==> config.mk <==
export PLATFORM = sky130hd
export DESIGN_NAME = temperature_history_tracker_core_flat
export DESIGN_NICKNAME = d
export VERILOG_FILES = /design/src/thtc_pkg.sv /design/src/thtc_if.sv /design/src/temperature_history_tracker_core.sv /design/src/thtc_ram.sv /design/src/flat_wrapper.sv
export VERILOG_INCLUDE_DIRS = /design/src /design/src/src
export SDC_FILE = /design/constraint.sdc
export NUM_CORES = 2
export LEC_CHECK = 0
export ABC_CLOCK_PERIOD_IN_PS = 30600
export BUFFER_PORTS_ARGS = -buffer_cell sky130_fd_sc_hd__buf_2
export CELL_PAD_IN_SITES_DETAIL_PLACEMENT = 0
export CELL_PAD_IN_SITES_GLOBAL_PLACEMENT = 1
export CORE_ASPECT_RATIO = 1.2
export CORE_MARGIN = 1.5
export CORE_UTILIZATION = 50
export DETAILED_ROUTE_END_ITERATION = 8
export PLACE_DENSITY = 0.8
export SLEW_MARGIN = 20
export SYNTH_ARGS = -nofsm -noshare
export SYNTH_HDL_FRONTEND = slang
export SYNTH_SLANG_ARGS = --single-unit
export TNS_END_PERCENT = 10
==> constraint.sdc <==
create_clock -name clk -period 30.6 [get_ports clk]
set_input_delay 3.06 -clock clk [delete_from_list [all_inputs] [get_ports clk]]
set_output_delay 3.06 -clock clk [all_outputs]
set_load 0.02 [all_outputs]
==> src/temperature_history_tracker_core_macros.svh <==
// Assertion macros shared by the temperature history tracker RTL.
// Needs signals named clk and rst in the scope of each use.
`ifndef TEMPERATURE_HISTORY_TRACKER_CORE_MACROS_SVH
`define TEMPERATURE_HISTORY_TRACKER_CORE_MACROS_SVH

// Check a consequence in the same cycle as its cause
`define THTC_ASSERT_SAME(label, ante, cons, msg) \
  label: assert property (@(posedge clk) disable iff (rst) (ante) |-> (cons)) \
    else $error(msg);

// Check a consequence in the cycle after its cause
`define THTC_ASSERT_NEXT(label, ante, cons, msg) \
  label: assert property (@(posedge clk) disable iff (rst) (ante) |=> (cons)) \
    else $error(msg);

`endif

==> src/thtc_pkg.sv <==
// Constants, codes and types of the temperature history tracker.
// No dependencies; used by the interfaces and the top level.
`default_nettype none

package thtc_pkg;

  // Block sizing
  localparam int HISTORY_DEPTH = 240;
  localparam int AVG_COUNT     = 6;
  localparam int GRAPH_ROWS    = 32;

  localparam int HIST_AW = $clog2(HISTORY_DEPTH);
  localparam int RIDX_W  = $clog2(AVG_COUNT);

  // Transaction field widths
  localparam int RAW_W      = 16;
  localparam int COLUMN_W   = 8;
  localparam int WHOLE_W    = 7;
  localparam int TENTHS_W   = 4;
  localparam int HALF_W     = 8;
  localparam int ROW_OUT_W  = 5;
  localparam int SCALE_W    = 7;
  localparam int FLOOR_W    = 8;
  localparam int CEIL_W     = 7;
  localparam int CFG_IDX_W  = 2;
  localparam int CFG_DATA_W = 8;

  // Sensor word conversion
  localparam int RAW_LOW_W = 12;
  localparam int MAG_W     = 13;
  localparam logic [MAG_W-1:0] MAG_SPAN = 13'h1000;
  localparam int FRAC_W    = 4;
  localparam int TPROD_W   = 8;
  localparam logic [TPROD_W-1:0] TENTHS_SCALE = 8'd10;
  localparam int WHOLE_MAX    = 127;
  localparam int HALF_POS_MAX = 127;
  localparam int HALF_NEG_MAX = 128;
  localparam logic signed [HALF_W-1:0] HALF_MOST_NEG = 8'sh80;

  // Averaging: accumulator and reciprocal multiply
  localparam int ACC_W       = HALF_W + $clog2(AVG_COUNT);
  localparam int RECIP_SH    = 18;
  localparam int RECIP       = (2**RECIP_SH + AVG_COUNT - 1) / AVG_COUNT;
  localparam int PROD_W      = ACC_W + RECIP_SH;
  localparam int AVG_Q_W     = HALF_W + 1;
  localparam int REFRESH_MID = AVG_COUNT / 2 - 1;

  // Graph scaling and row division
  localparam int LVL_W   = 9;
  localparam int DIFF_W  = 9;
  localparam int ROW_W   = $clog2(GRAPH_ROWS);
  localparam int DVD_W   = DIFF_W + ROW_W;
  localparam int DCNT_W  = $clog2(DVD_W);
  localparam int ALU_W   = (ACC_W > DIFF_W + 1) ? ACC_W + 1 : DIFF_W + 2;

  // Opcodes
  localparam logic OP_SAMPLE = 1'b0;
  localparam logic OP_QUERY  = 1'b1;

  // Register indexes and reset values
  localparam logic [CFG_IDX_W-1:0] REG_SCALE_FLOOR   = 2'd0;
  localparam logic [CFG_IDX_W-1:0] REG_SCALE_CEILING = 2'd1;
  localparam logic signed [FLOOR_W-1:0] FLOOR_RESET  = 8'sd0;
  localparam logic [CEIL_W-1:0] CEILING_RESET        = 7'd20;

  // Shared adder operation
  typedef enum logic {
    ALU_ADD,
    ALU_SUB
  } alu_op_t;

  // Sequencer states
  typedef enum logic [8:0] {
    ST_IDLE     = 9'b000000001,
    ST_SUM      = 9'b000000010,
    ST_AVG_MUL  = 9'b000000100,
    ST_AVG_WR   = 9'b000001000,
    ST_SCAN     = 9'b000010000,
    ST_SCAN_END = 9'b000100000,
    ST_FETCH    = 9'b001000000,
    ST_DIVR     = 9'b010000000,
    ST_DONE     = 9'b100000000
  } state_t;

endpackage

`default_nettype wire

==> src/thtc_if.sv <==
// Handshake interfaces of the temperature history tracker: request,
// result and register write channels. Depends on thtc_pkg.
`default_nettype none

interface thtc_req_if import thtc_pkg::*; ();
  logic                valid;
  logic                ready;
  logic                opcode;
  logic [RAW_W-1:0]    raw_sample;
  logic [COLUMN_W-1:0] column;

  modport source (output valid, opcode, raw_sample, column, input ready);
  modport sink   (input valid, opcode, raw_sample, column, output ready);
endinterface

interface thtc_rsp_if import thtc_pkg::*; ();
  logic                       valid;
  logic                       ready;
  logic                       sensor_error;
  logic                       is_negative;
  logic [WHOLE_W-1:0]         whole_degrees;
  logic [TENTHS_W-1:0]        tenths;
  logic signed [HALF_W-1:0]   half_degrees;
  logic                       refresh_due;
  logic [ROW_OUT_W-1:0]       graph_row;
  logic signed [SCALE_W-1:0]  scale_min_whole;
  logic signed [SCALE_W-1:0]  scale_max_whole;

  modport source (output valid, sensor_error, is_negative, whole_degrees, tenths,
                  half_degrees, refresh_due, graph_row, scale_min_whole,
                  scale_max_whole, input ready);
  modport sink   (input valid, sensor_error, is_negative, whole_degrees, tenths,
                  half_degrees, refresh_due, graph_row, scale_min_whole,
                  scale_max_whole, output ready);
endinterface

interface thtc_cfg_if import thtc_pkg::*; ();
  logic                  valid;
  logic                  ready;
  logic [CFG_IDX_W-1:0]  index;
  logic [CFG_DATA_W-1:0] data;

  modport source (output valid, index, data, input ready);
  modport sink   (input valid, index, data, output ready);
endinterface

`default_nettype wire

==> src/temperature_history_tracker_core.sv <==
// Top level of the temperature history tracker: sample conversion, averaging
// into the history ring, and graph queries. Depends on thtc_pkg, thtc_if,
// thtc_ram and the assertion macro header.
`default_nettype none

`include "temperature_history_tracker_core_macros.svh"

// Each request transaction yields exactly one result transaction. A sample
// (opcode 0) is converted in the accept cycle; its result goes through
// ST_DONE to the output register, by way of ST_SUM, ST_AVG_MUL and ST_AVG_WR
// first when it completes a group: the average is summed by the shared adder
// (one entry per cycle) and written to the history ring. A zero sample word
// only flags sensor_error. A graph query (opcode 1) reads the whole ring
// once through the single RAM read port, one entry per cycle, then, unless
// the scale span is zero, divides on the shared adder one quotient bit per
// cycle. request.ready is high only while the sequencer is idle; a finished
// result waits in its output register while the next request is accepted.
// The ring reads as zero until written, so no clearing pass follows reset.
// Register writes are taken in any cycle.
module temperature_history_tracker_core import thtc_pkg::*; (
  input  logic       clk,
  input  logic       rst,
  thtc_req_if.sink   request,
  thtc_rsp_if.source result,
  thtc_cfg_if.sink   cfg
);

  // Configuration registers
  logic signed [FLOOR_W-1:0] scale_floor;
  logic [CEIL_W-1:0]         scale_ceiling;

  // Sequencer and counters
  state_t              state;
  logic [RIDX_W-1:0]   ridx;
  logic [RIDX_W-1:0]   sum_cnt;
  logic [HIST_AW-1:0]  write_pos;
  logic [HIST_AW-1:0]  scan_cnt;
  logic                scan_pend;
  logic [DCNT_W-1:0]   div_cnt;

  // Sample buffer and averaging datapath
  logic signed [HALF_W-1:0] recent [AVG_COUNT];
  logic signed [ACC_W-1:0]  acc;
  logic                     avg_neg;
  logic [PROD_W-1:0]        prod;

  // History ring
  logic [HISTORY_DEPTH-1:0] ring_valid;
  logic                     ring_we;
  logic [HIST_AW-1:0]       rd_addr;
  logic [HALF_W-1:0]        rd_data;
  logic                     rd_valid_q;
  logic [HIST_AW-1:0]       col_idx;

  // Scale limits and row division
  logic signed [LVL_W-1:0] lo;
  logic signed [LVL_W-1:0] hi;
  logic [DVD_W-1:0]        dvd;
  logic [DIFF_W-1:0]       divisor;
  logic [DIFF_W-1:0]       rem;
  logic [DVD_W-1:0]        quot;

  // Result staging
  logic                      res_error;
  logic                      res_neg;
  logic [WHOLE_W-1:0]        res_whole;
  logic [TENTHS_W-1:0]       res_tenths;
  logic signed [HALF_W-1:0]  res_half;
  logic                      res_refresh;
  logic [ROW_OUT_W-1:0]      res_row;
  logic signed [SCALE_W-1:0] res_min;
  logic signed [SCALE_W-1:0] res_max;

  // Output register
  logic                      out_valid;
  logic                      out_load;

  // ---------------------------------------------------------------------
  // Sample conversion (combinational on the request payload)
  // ---------------------------------------------------------------------
  logic [RAW_LOW_W-1:0]     raw_low;
  logic                     raw_neg;
  logic [MAG_W-1:0]         mag;
  logic [MAG_W-FRAC_W-1:0]  whole_raw;
  logic [TPROD_W-1:0]       tenths_prod;
  logic [MAG_W-4:0]         half_mag;
  logic [WHOLE_W-1:0]       conv_whole;
  logic [TENTHS_W-1:0]      conv_tenths;
  logic signed [HALF_W-1:0] conv_half;
  logic                     conv_refresh;

  assign raw_low     = request.raw_sample[RAW_LOW_W-1:0];
  assign raw_neg     = raw_low[RAW_LOW_W-1];
  assign mag         = raw_neg ? MAG_SPAN - {1'b0, raw_low} : {1'b0, raw_low};
  assign whole_raw   = mag[MAG_W-1:FRAC_W];
  assign tenths_prod = TPROD_W'(mag[FRAC_W-1:0]) * TENTHS_SCALE;
  assign half_mag    = mag[MAG_W-1:3];

  // Saturate whole degrees and half degrees
  always_comb begin
    if (whole_raw > (MAG_W-FRAC_W)'(WHOLE_MAX)) begin
      conv_whole = WHOLE_W'(WHOLE_MAX);
    end else begin
      conv_whole = whole_raw[WHOLE_W-1:0];
    end
    if (raw_neg) begin
      if (half_mag > (MAG_W-3)'(HALF_NEG_MAX)) begin
        conv_half = HALF_MOST_NEG;
      end else begin
        conv_half = HALF_W'(-half_mag);
      end
    end else begin
      if (half_mag > (MAG_W-3)'(HALF_POS_MAX)) begin
        conv_half = HALF_W'(HALF_POS_MAX);
      end else begin
        conv_half = half_mag[HALF_W-1:0];
      end
    end
  end

  assign conv_tenths  = tenths_prod[TPROD_W-1:TPROD_W-TENTHS_W];
  assign conv_refresh = (ridx == RIDX_W'(REFRESH_MID)) || (ridx == RIDX_W'(AVG_COUNT - 1));

  // ---------------------------------------------------------------------
  // Query column: clamp and rotate so that column 0 is the oldest entry
  // ---------------------------------------------------------------------
  logic [HIST_AW-1:0] col_clamped;
  logic [HIST_AW:0]   idx_sum;
  logic [HIST_AW:0]   idx_wrapped;

  assign col_clamped = (request.column >= COLUMN_W'(HISTORY_DEPTH)) ?
                       HIST_AW'(HISTORY_DEPTH - 1) : HIST_AW'(request.column);
  assign idx_sum     = (HIST_AW+1)'(col_clamped) + (HIST_AW+1)'(write_pos);
  assign idx_wrapped = (idx_sum >= (HIST_AW+1)'(HISTORY_DEPTH)) ?
                       idx_sum - (HIST_AW+1)'(HISTORY_DEPTH) : idx_sum;

  // ---------------------------------------------------------------------
  // Shared adder: accumulates the average and trial-subtracts in division
  // ---------------------------------------------------------------------
  alu_op_t                  alu_op;
  logic [ALU_W-1:0]         alu_a;
  logic [ALU_W-1:0]         alu_b;
  logic [ALU_W-1:0]         alu_y;
  logic [DIFF_W:0]          rem_sh;
  logic                     div_ge;
  logic                     div_last;

  assign rem_sh = {rem, dvd[DVD_W-1]};

  always_comb begin
    if (state == ST_DIVR) begin
      alu_op = ALU_SUB;
      alu_a  = ALU_W'(rem_sh);
      alu_b  = ALU_W'(divisor);
    end else begin
      alu_op = ALU_ADD;
      alu_a  = ALU_W'(acc);
      alu_b  = ALU_W'(recent[sum_cnt]);
    end
  end

  always_comb begin
    case (alu_op)
      ALU_SUB: alu_y = alu_a - alu_b;
      default: alu_y = alu_a + alu_b;
    endcase
  end

  assign div_ge   = !alu_y[ALU_W-1];
  assign div_last = (div_cnt == DCNT_W'(DVD_W - 1));

  // ---------------------------------------------------------------------
  // Average: magnitude times reciprocal, sign restored on write
  // ---------------------------------------------------------------------
  logic [ACC_W-1:0]         acc_mag;
  logic [AVG_Q_W-1:0]       avg_q;
  logic [HALF_W-1:0]        avg_val;

  assign acc_mag = acc[ACC_W-1] ? ACC_W'(-acc) : ACC_W'(acc);
  assign avg_q   = prod[RECIP_SH +: AVG_Q_W];
  assign avg_val = avg_neg ? HALF_W'(-avg_q) : avg_q[HALF_W-1:0];

  // ---------------------------------------------------------------------
  // History ring storage
  // ---------------------------------------------------------------------
  assign ring_we = (state == ST_AVG_WR);
  assign rd_addr = (state == ST_SCAN) ? scan_cnt : col_idx;

  thtc_ram #(
    .WIDTH (HALF_W),
    .DEPTH (HISTORY_DEPTH)
  ) u_ring (
    .clk   (clk),
    .we    (ring_we),
    .waddr (write_pos),
    .wdata (avg_val),
    .raddr (rd_addr),
    .rdata (rd_data)
  );

  // Unwritten entries read as zero
  logic signed [LVL_W-1:0] ring_v;
  logic signed [LVL_W:0]   d_full;
  logic signed [LVL_W:0]   diff_full;
  logic [DIFF_W-1:0]       d_clamped;

  assign ring_v    = rd_valid_q ? LVL_W'($signed(rd_data)) : '0;
  assign d_full    = (LVL_W+1)'(ring_v) - (LVL_W+1)'(lo);
  assign diff_full = (LVL_W+1)'(hi) - (LVL_W+1)'(lo);
  assign d_clamped = d_full[LVL_W] ? '0 : d_full[DIFF_W-1:0];

  always_ff @(posedge clk) begin
    if (rst) begin
      ring_valid <= '0;
    end else if (ring_we) begin
      ring_valid[write_pos] <= 1'b1;
    end
  end

  always_ff @(posedge clk) begin
    rd_valid_q <= ring_valid[rd_addr];
  end

  // ---------------------------------------------------------------------
  // Configuration registers
  // ---------------------------------------------------------------------
  assign cfg.ready = 1'b1;

  always_ff @(posedge clk) begin
    if (rst) begin
      scale_floor   <= FLOOR_RESET;
      scale_ceiling <= CEILING_RESET;
    end else if (cfg.valid) begin
      unique case (cfg.index)
        REG_SCALE_FLOOR:   scale_floor   <= FLOOR_W'(cfg.data);
        REG_SCALE_CEILING: scale_ceiling <= cfg.data[CEIL_W-1:0];
        default: ;
      endcase
    end
  end

  // ---------------------------------------------------------------------
  // Sequencer control
  // ---------------------------------------------------------------------
  assign request.ready = (state == ST_IDLE);
  assign out_load      = (state == ST_DONE) && (!out_valid || result.ready);

  always_ff @(posedge clk) begin
    if (rst) begin
      state     <= ST_IDLE;
      ridx      <= '0;
      write_pos <= '0;
      scan_pend <= 1'b0;
    end else begin
      unique case (state)
        ST_IDLE: begin
          if (request.valid) begin
            if (request.opcode == OP_QUERY) begin
              state <= ST_SCAN;
            end else if (request.raw_sample == '0) begin
              state <= ST_DONE;
            end else if (ridx == RIDX_W'(AVG_COUNT - 1)) begin
              ridx  <= '0;
              state <= ST_SUM;
            end else begin
              ridx  <= ridx + 1'b1;
              state <= ST_DONE;
            end
          end
        end
        ST_SUM: begin
          if (sum_cnt == RIDX_W'(AVG_COUNT - 1)) begin
            state <= ST_AVG_MUL;
          end
        end
        ST_AVG_MUL: state <= ST_AVG_WR;
        ST_AVG_WR: begin
          if (write_pos == HIST_AW'(HISTORY_DEPTH - 1)) begin
            write_pos <= '0;
          end else begin
            write_pos <= write_pos + 1'b1;
          end
          state <= ST_DONE;
        end
        ST_SCAN: begin
          scan_pend <= 1'b1;
          if (scan_cnt == HIST_AW'(HISTORY_DEPTH - 1)) begin
            state <= ST_SCAN_END;
          end
        end
        ST_SCAN_END: begin
          scan_pend <= 1'b0;
          state     <= ST_FETCH;
        end
        ST_FETCH: begin
          if (diff_full == '0) begin
            state <= ST_DONE;
          end else begin
            state <= ST_DIVR;
          end
        end
        ST_DIVR: begin
          if (div_last) begin
            state <= ST_DONE;
          end
        end
        ST_DONE: begin
          if (out_load) begin
            state <= ST_IDLE;
          end
        end
        default: state <= ST_IDLE;
      endcase
    end
  end

  // ---------------------------------------------------------------------
  // Datapath registers
  // ---------------------------------------------------------------------
  always_ff @(posedge clk) begin
    case (state)
      ST_IDLE: begin
        // Clear the staged result and take the transaction in
        res_error   <= 1'b0;
        res_neg     <= 1'b0;
        res_whole   <= '0;
        res_tenths  <= '0;
        res_half    <= '0;
        res_refresh <= 1'b0;
        res_row     <= '0;
        res_min     <= '0;
        res_max     <= '0;
        sum_cnt     <= '0;
        acc         <= '0;
        scan_cnt    <= '0;
        lo          <= LVL_W'(scale_floor);
        hi          <= LVL_W'(scale_ceiling);
        col_idx     <= idx_wrapped[HIST_AW-1:0];
        if (request.valid && request.opcode == OP_SAMPLE) begin
          if (request.raw_sample == '0) begin
            res_error <= 1'b1;
          end else begin
            recent[ridx] <= conv_half;
            res_neg      <= raw_neg;
            res_whole    <= conv_whole;
            res_tenths   <= conv_tenths;
            res_half     <= conv_half;
            res_refresh  <= conv_refresh;
          end
        end
      end
      ST_SUM: begin
        acc     <= alu_y[ACC_W-1:0];
        sum_cnt <= sum_cnt + 1'b1;
      end
      ST_AVG_MUL: begin
        avg_neg <= acc[ACC_W-1];
        prod    <= PROD_W'(acc_mag) * PROD_W'(RECIP);
      end
      ST_SCAN: begin
        scan_cnt <= scan_cnt + 1'b1;
      end
      ST_FETCH: begin
        // Scale limits are final here; set up the row division
        dvd     <= DVD_W'(d_clamped) * DVD_W'(GRAPH_ROWS - 1);
        divisor <= diff_full[DIFF_W-1:0];
        rem     <= '0;
        quot    <= '0;
        div_cnt <= '0;
        res_min <= SCALE_W'(lo >>> 1);
        res_max <= SCALE_W'(hi >>> 1);
      end
      ST_DIVR: begin
        // One restoring-division step per cycle
        rem     <= div_ge ? alu_y[DIFF_W-1:0] : rem_sh[DIFF_W-1:0];
        quot    <= {quot[DVD_W-2:0], div_ge};
        dvd     <= {dvd[DVD_W-2:0], 1'b0};
        div_cnt <= div_cnt + 1'b1;
        if (div_last) begin
          res_row <= {quot[ROW_OUT_W-2:0], div_ge};
        end
      end
      default: ;
    endcase

    // Track minimum and maximum of each ring entry as its read returns
    if (scan_pend) begin
      if (ring_v < lo) begin
        lo <= ring_v;
      end
      if (ring_v > hi) begin
        hi <= ring_v;
      end
    end
  end

  // ---------------------------------------------------------------------
  // Output register
  // ---------------------------------------------------------------------
  always_ff @(posedge clk) begin
    if (rst) begin
      out_valid <= 1'b0;
    end else if (out_load) begin
      out_valid <= 1'b1;
    end else if (result.ready) begin
      out_valid <= 1'b0;
    end
  end

  always_ff @(posedge clk) begin
    if (out_load) begin
      result.sensor_error    <= res_error;
      result.is_negative     <= res_neg;
      result.whole_degrees   <= res_whole;
      result.tenths          <= res_tenths;
      result.half_degrees    <= res_half;
      result.refresh_due     <= res_refresh;
      result.graph_row       <= res_row;
      result.scale_min_whole <= res_min;
      result.scale_max_whole <= res_max;
    end
  end

  assign result.valid = out_valid;

  // ---------------------------------------------------------------------
  // Assertions
  // ---------------------------------------------------------------------
  `THTC_ASSERT_NEXT(a_zero_sample_flags, request.valid && request.ready && request.opcode == OP_SAMPLE && request.raw_sample == '0, state == ST_DONE && res_error, "zero sample did not go straight to an error result")
  `THTC_ASSERT_SAME(a_scale_ordered, state == ST_FETCH, lo <= hi, "graph minimum above graph maximum after scan")
  `THTC_ASSERT_NEXT(a_row_in_range, state == ST_DIVR && div_last, quot <= DVD_W'(GRAPH_ROWS - 1), "graph row quotient out of range")
  `THTC_ASSERT_SAME(a_pointers_in_range, !rst, ridx < RIDX_W'(AVG_COUNT) && write_pos < HIST_AW'(HISTORY_DEPTH), "buffer or ring pointer out of range")

endmodule

`default_nettype wire

==> src/thtc_ram.sv <==
// Generic single-port-write, single-port-read RAM with registered read.
// No dependencies.
`default_nettype none

module thtc_ram #(
  parameter int WIDTH = 8,
  parameter int DEPTH = 256
) (
  input  logic                     clk,
  input  logic                     we,
  input  logic [$clog2(DEPTH)-1:0] waddr,
  input  logic [WIDTH-1:0]         wdata,
  input  logic [$clog2(DEPTH)-1:0] raddr,
  output logic [WIDTH-1:0]         rdata
);

  logic [WIDTH-1:0] mem [DEPTH];

  // Write port
  always_ff @(posedge clk) begin
    if (we) begin
      mem[waddr] <= wdata;
    end
  end

  // Registered read port
  always_ff @(posedge clk) begin
    rdata <= mem[raddr];
  end

endmodule

`default_nettype wire

==> src/flat_wrapper.sv <==
// flat-port wrapper written by rule: the top's interface ports become plain ports
module temperature_history_tracker_core_flat import thtc_pkg::*;
  (clk, rst, request_valid, request_opcode, request_raw_sample, request_column, request_ready, result_valid, result_sensor_error, result_is_negative, result_whole_degrees, result_tenths, result_half_degrees, result_refresh_due, result_graph_row, result_scale_min_whole, result_scale_max_whole, result_ready, cfg_valid, cfg_index, cfg_data, cfg_ready);
  thtc_req_if request_i ();
  thtc_rsp_if result_i ();
  thtc_cfg_if cfg_i ();
  input  logic clk;
  input  logic rst;
  input wire logic [$bits(request_i.valid)-1:0] request_valid;
  input wire logic [$bits(request_i.opcode)-1:0] request_opcode;
  input wire logic [$bits(request_i.raw_sample)-1:0] request_raw_sample;
  input wire logic [$bits(request_i.column)-1:0] request_column;
  output wire logic [$bits(request_i.ready)-1:0] request_ready;
  output wire logic [$bits(result_i.valid)-1:0] result_valid;
  output wire logic [$bits(result_i.sensor_error)-1:0] result_sensor_error;
  output wire logic [$bits(result_i.is_negative)-1:0] result_is_negative;
  output wire logic [$bits(result_i.whole_degrees)-1:0] result_whole_degrees;
  output wire logic [$bits(result_i.tenths)-1:0] result_tenths;
  output wire logic [$bits(result_i.half_degrees)-1:0] result_half_degrees;
  output wire logic [$bits(result_i.refresh_due)-1:0] result_refresh_due;
  output wire logic [$bits(result_i.graph_row)-1:0] result_graph_row;
  output wire logic [$bits(result_i.scale_min_whole)-1:0] result_scale_min_whole;
  output wire logic [$bits(result_i.scale_max_whole)-1:0] result_scale_max_whole;
  input wire logic [$bits(result_i.ready)-1:0] result_ready;
  input wire logic [$bits(cfg_i.valid)-1:0] cfg_valid;
  input wire logic [$bits(cfg_i.index)-1:0] cfg_index;
  input wire logic [$bits(cfg_i.data)-1:0] cfg_data;
  output wire logic [$bits(cfg_i.ready)-1:0] cfg_ready;
  assign request_i.valid = request_valid;
  assign request_i.opcode = request_opcode;
  assign request_i.raw_sample = request_raw_sample;
  assign request_i.column = request_column;
  assign request_ready = request_i.ready;
  assign result_valid = result_i.valid;
  assign result_sensor_error = result_i.sensor_error;
  assign result_is_negative = result_i.is_negative;
  assign result_whole_degrees = result_i.whole_degrees;
  assign result_tenths = result_i.tenths;
  assign result_half_degrees = result_i.half_degrees;
  assign result_refresh_due = result_i.refresh_due;
  assign result_graph_row = result_i.graph_row;
  assign result_scale_min_whole = result_i.scale_min_whole;
  assign result_scale_max_whole = result_i.scale_max_whole;
  assign result_i.ready = result_ready;
  assign cfg_i.valid = cfg_valid;
  assign cfg_i.index = cfg_index;
  assign cfg_i.data = cfg_data;
  assign cfg_ready = cfg_i.ready;
  temperature_history_tracker_core u_core (.clk(clk), .rst(rst), .request(request_i), .result(result_i), .cfg(cfg_i));
endmodule
Word-level counts from Yosys, hierarchy flattened
Memories as Yosys holds them, arrays and structs flattened. A register that Yosys moved wholly into a read port is not among the register bits.
Cells that the tools add are included.
- memories: 2
- input bits: 40
- output and inout bits: 44
- register bits after elaboration: 475
- bits in writable memories: 1968
- $lt $le $gt $ge: 10
- reductions and logical operators: 23
- multiply operators: 3
- multiplexer cells: 61
- $add $sub $neg: 15
- bitwise gates (word level): 4
- equality and inequality tests: 21
- memory list (name ; depth ; width ; read ports ; clocked after Yosys merged registers in ; write ports ; line ; text):
    u_core.u_ring.mem ; 240 ; 8 ; 1 ; 1 ; 1 ; thtc_ram.sv:17 ; logic [WIDTH-1:0] mem [DEPTH];
    u_core.recent ; 6 ; 8 ; 1 ; 1 ; 1 ; temperature_history_tracker_core.sv:42 ; logic signed [HALF_W-1:0] recent [AVG_COUNT];
- operators by type and width (kind ; number):
    240-bit OR ; 1
    9-bit two-way mux ; 18
    9-bit one-hot mux with 9 select lines ; 1
    8-bit two-way mux ; 8
    12-bit two-way mux ; 3
    14-bit one-hot mux with 2 select lines ; 1
    7-bit one-hot mux with 2 select lines ; 2
    11-bit by 16-bit multiplier with 26-bit output (second input constant) ; 1
    11-bit one-hot mux with 2 select lines ; 1
    9-bit by 9-bit subtractor with 10-bit output ; 2
    8-bit by 9-bit less-than comparator with 1-bit output (second input constant) ; 2
    9-bit one-hot mux with 2 select lines ; 1
    8-bit by 1-bit adder with 8-bit output (second input constant) ; 2
    8-bit equality test (second input constant) ; 2
    16-bit logical NOT ; 1
    8-bit negation ; 2
    4-bit one-hot mux with 2 select lines ; 2
    8-bit one-hot mux with 2 select lines ; 1
    9-bit by 5-bit multiplier with 14-bit output (second input constant) ; 1
    2-bit nonzero test ; 7
    13-bit two-way mux ; 1
    13-bit by 12-bit subtractor with 13-bit output (first input constant) ; 1
    12-bit adder ; 1
    1-bit two-way mux ; 12
    other kinds (49) ; 63

Depth between registers and ports, before layout
- word-level depth: 7
- mapped depth: 33

By module
Synthesis repeated with hierarchy kept, for this count alone.
- cell total of the unflattened synthesis: 6234
- area total of the unflattened synthesis: 101691.3 um^2
- by module, submodules not included (module ; cells each ; times used ; area an instance (um^2)):
    thtc_ram ; 3481 ; 1 ; 75313.5
    temperature_history_tracker_core ; 2753 ; 1 ; 26377.8

Worst setup path after synthesis
No wires, ideal clock.
- path type: register -> register
- start: reg u_core.prod[18]
- end: mem u_core.u_ring.mem[0][2] (data pin)
- library setup time: 1556 ps
- data required time: 29044 ps
- path buffers: 0
- clock period less this slack: 12133 ps
- cell stages (with the launch flop): 5
- data arrival time: 10576 ps
- path slack: 18467 ps
- cell sequence: edfxtp_1 > inv_1 > ha_1 > nand2b_1 > xnor2_1
- longest elaborated chain between the ends: 2
- RTL lines (element ; line ; text):
    from (decl) ; temperature_history_tracker_core.sv:45 ; logic [PROD_W-1:0] prod;
    from (signal assigned) ; temperature_history_tracker_core.sv:358 ; prod <= PROD_W'(acc_mag) * PROD_W'(RECIP);
    8-bit negation ; temperature_history_tracker_core.sv:181 ; assign avg_val = avg_neg ? HALF_W'(-avg_q) : avg_q[HALF_W-1:0];
    8-bit two-way mux ; temperature_history_tracker_core.sv:181 ;
    named net u_core.avg_val[2] ; temperature_history_tracker_core.sv:177 ; logic [HALF_W-1:0] avg_val;
    to (decl) ; thtc_ram.sv:17 ;
The timed path passes the listed nets, and every way through them passes these cells.

Final worst setup path
- start: reg u_core.state[4]
- end: reg u_core.u_ring.rdata[6] (read register of u_core.u_ring.mem)
- longest elaborated chain between the ends: 2
- RTL lines (element ; line ; text):
    from (decl) ; temperature_history_tracker_core.sv:33 ; state_t state;
    from (signal assigned) ; temperature_history_tracker_core.sv:250 ; state <= ST_IDLE;
    from (signal assigned) ; temperature_history_tracker_core.sv:259 ; state <= ST_SCAN;
    from (signal assigned) ; temperature_history_tracker_core.sv:261 ; state <= ST_DONE;
    9-bit by 5-bit equality test with 1-bit output ; temperature_history_tracker_core.sv:187 ; assign rd_addr = (state == ST_SCAN) ? scan_cnt : col_idx;
    8-bit two-way mux ; temperature_history_tracker_core.sv:187 ;
    to (decl) ; thtc_ram.sv:14 ; output logic [WIDTH-1:0] rdata
Every way passes these cells.
A chain may end at the register's enable or synchronous reset.

==> metrics.txt <==
outcome=completed; fin nets=8836; Syn Nets=8907; # rows=182; DIE HEIGHT=500 um; Layout Cell Area excl Fill=113000 um^2; RSZ-0062 raised after global routing=false; core area=205000 um^2; Slew Viols, Final=0; share of cells above drive strength 1=0.0790; worst-path fanout max=78; Die ar.=209000 um^2; Pre-antenna DRT Iters=9; TritonCTS clock tree=yes; initial DRC count=9150; TritonCTS Buffers=223; CP Cell Sequence=or4b_4 -> o31ai_4 -> and2_4 -> buf_4 -> buf_4 -> buf_4 -> buf_4 -> nand2_1 -> and3_1 -> a311oi_1 -> a311oi_1 -> a311oi_1 -> nor4_1 -> nor4_1; synthesized area=103000 um^2; crit-path most repeated cell=buf_4; Residual DRC=0; root buffer cell=clkbuf_16; met3 Use GR=0.0523; Post-CTS Setup Repair Bufs=0; GRT Overall Usage=0.288; Synthesis Warnings=0; worst hold-check path type=flip-flop to flip-flop; Final setup viols=0; I/O Pins=84; via count=69744; PostCTS Resize Cnt=0; final period utilization=0.240; Worst VDD drop=0.216 mV; clk buf depth=3; clk_lat worst skew=0.89 ns; Synth top area share=0.621; Via density=6.09; Worst setup EP type=flip-flop; Num Clock Sinks=2436; HPWL after DPL=184 mm; syn_area_per_cell=11.9 um^2; Tightest Pin Transition=1.36 ns; fmax=136 MHz; H-tree lvl count=4; crit path DAT=8.12 ns; Placement Cell Area=106000 um^2; Chip Width=417 um; initial antenna violation count=10; starting density of the core=0.503; # Max-Cap Violations=0; first-pass GRT wire length=445 mm; max_slew headroom=0.0858; Final Hold Vio Count=0; Primary FF master, synth=edfxtp_1; CP max stage cell=buf_4; Seq/Total Area, Yosys=0.680; GP Congestion=0.910; met1 Usage GRT=0.385; Startpoint Class=flip-flop; Area Growth Syn to Fin=9.93%; input/output buffers=82; PD cells=108 nW/um^2; GR peak layer=met2; crit path kind=flip-flop to flip-flop; post-synthesis cell type count=85; Synth Register Bits=2436; Lkg Pwr=0.0397 uW; WL/cell=26.6 um; Area contributors post-synth=edfxtp_1 62%, nand2_1 7.8%, dfxtp_1 6.0%; Worst EP required=31.38 ns; M2 GR Usage=0.454; EDFF count, synth=2129; hold_buf cts=0; vias in the first global route=66059; Total Wirelength=305 mm; setup TNS=0 ns; delay of the slowest cell on the worst path=0.88 ns; largest net degree at the start of global routing=201; dominant cell type by area after synthesis=edfxtp_1; Final min period=7.34 ns; Mapped Cells=8652; Routed Antenna Nets=0; total grt overflow=0; FFs w/ async S/R, synth=0; clock skew=0.0448 ns; clock-pin slew on the worst setup and hold paths=0.06 ns
==> worst paths after layout <==
path / from / to / slack, ns / cells past startpoint
min reg2reg: u_core.res_half[1] / u_core.result.half_degrees[1] / 0.42 / 0
max: u_core.state[4] / u_core.u_ring.rdata[6] / 23.26 / 14
min: u_core.res_half[1] / u_core.result.half_degrees[1] / 0.42 / 0
max reg2reg: u_core.state[4] / u_core.u_ring.rdata[6] / 23.26 / 14
==> layout make-up <==
class | instances | area, um^2
timing repair buffer | 223 | 1680
multi-input combinational | 5528 | 29900
inverter | 169 | 634
antenna | 7 | 17.5
sequential | 2436 | 70100
clock buffer | 329 | 6560
tap | 2668 | 3340
clock inverter | 96 | 1030
fill | 16724 | 91700
==> per-layer routing <==
metal	part of all wire	vias to the layer above
met5	0.000056	-
met4	0.055	2
met3	0.10	661
met2	0.46	3787
met1	0.38	34406
li1	-	30888
==> flip-flops by register name, summed over array words and instances (netlist names), 9 cells and up, named ones only <==
register	count
u_core.ring_valid	240
u_core.rem	9
u_core.state	9
u_core.hi	9
u_core.divisor	9
u_core.lo	9
u_core.u_ring.mem	1920
u_core.dvd	14
u_core.acc	11
u_core.recent	48
==> cell families (layout without fill, tap and decap cells) <==
logic type | count (synthesis) | in the layout | share of synthesized area
AOI/OAI and AO/OA | 966 | 966 | 0.0651
xor gates and xnor gates | 101 | 101 | 0.00859
adders and majority gates | 217 | 217 | 0.0305
buffers and inverters | 688 | 817 | 0.0323
DFF | 2436 | 2436 | 0.680
muxes | 118 | 118 | 0.0130
other | 1 | 8 | 0.0000364
and+or+nand+nor | 4125 | 4125 | 0.170
==> metrics by stage <==
step                worst slack [ns]  power (uW)  instances  hold slack [ns]  utilization
CTS                            23.47       12200      11449            0.418        0.552
detailed placement             23.49        9350      11024            0.405        0.515
finish                         23.26       12200      11456            0.417        0.553
floorplan                      18.47        7830       8652            0.400            -
global route                   22.93       13000      11450            0.424        0.552
global placement               23.61        9280      11023            0.402        0.515
==> worst max-delay path: cells and delay by family (launching register included) <==
family,cells,cell delay (ns)
AOI/OAI and AO/OA,4,1.69
buffers and inverters,4,2.97
DFF,1,0.50
and+or+nand+nor,6,1.91
==> cells in the final DEF, fill, tap and decap left out, types with 133 or more instances in the layout <==
master     count
nor2_1       853
nand3_1      634
nand2_1     2141
and3_1       192
edfxtp_1    2129
a31oi_1      228
a311oi_1     133
dfxtp_1      307
inv_1        169
ha_1         158
a21oi_1      151
clkbuf_16    235
==> cell usage after synthesis, types with 115 or more instances <==
cell type  instances
and3_1           193
buf_2            265
o21ai_0          115
dfxtp_1          307
a311oi_1         136
nand2_1         2142
nand3_1          637
nor2_1           868
a21oi_1          151
ha_1             158
a31oi_1          231
clkbuf_1         154
edfxtp_1        2129
inv_1            169
==> where the power goes <==
group | switching (uW) | internal, uW
Combinational | 3440 | 2040
Clock | 1250 | 1630
Sequential | 72.5 | 3780
(Power assumes the default switching activity.)
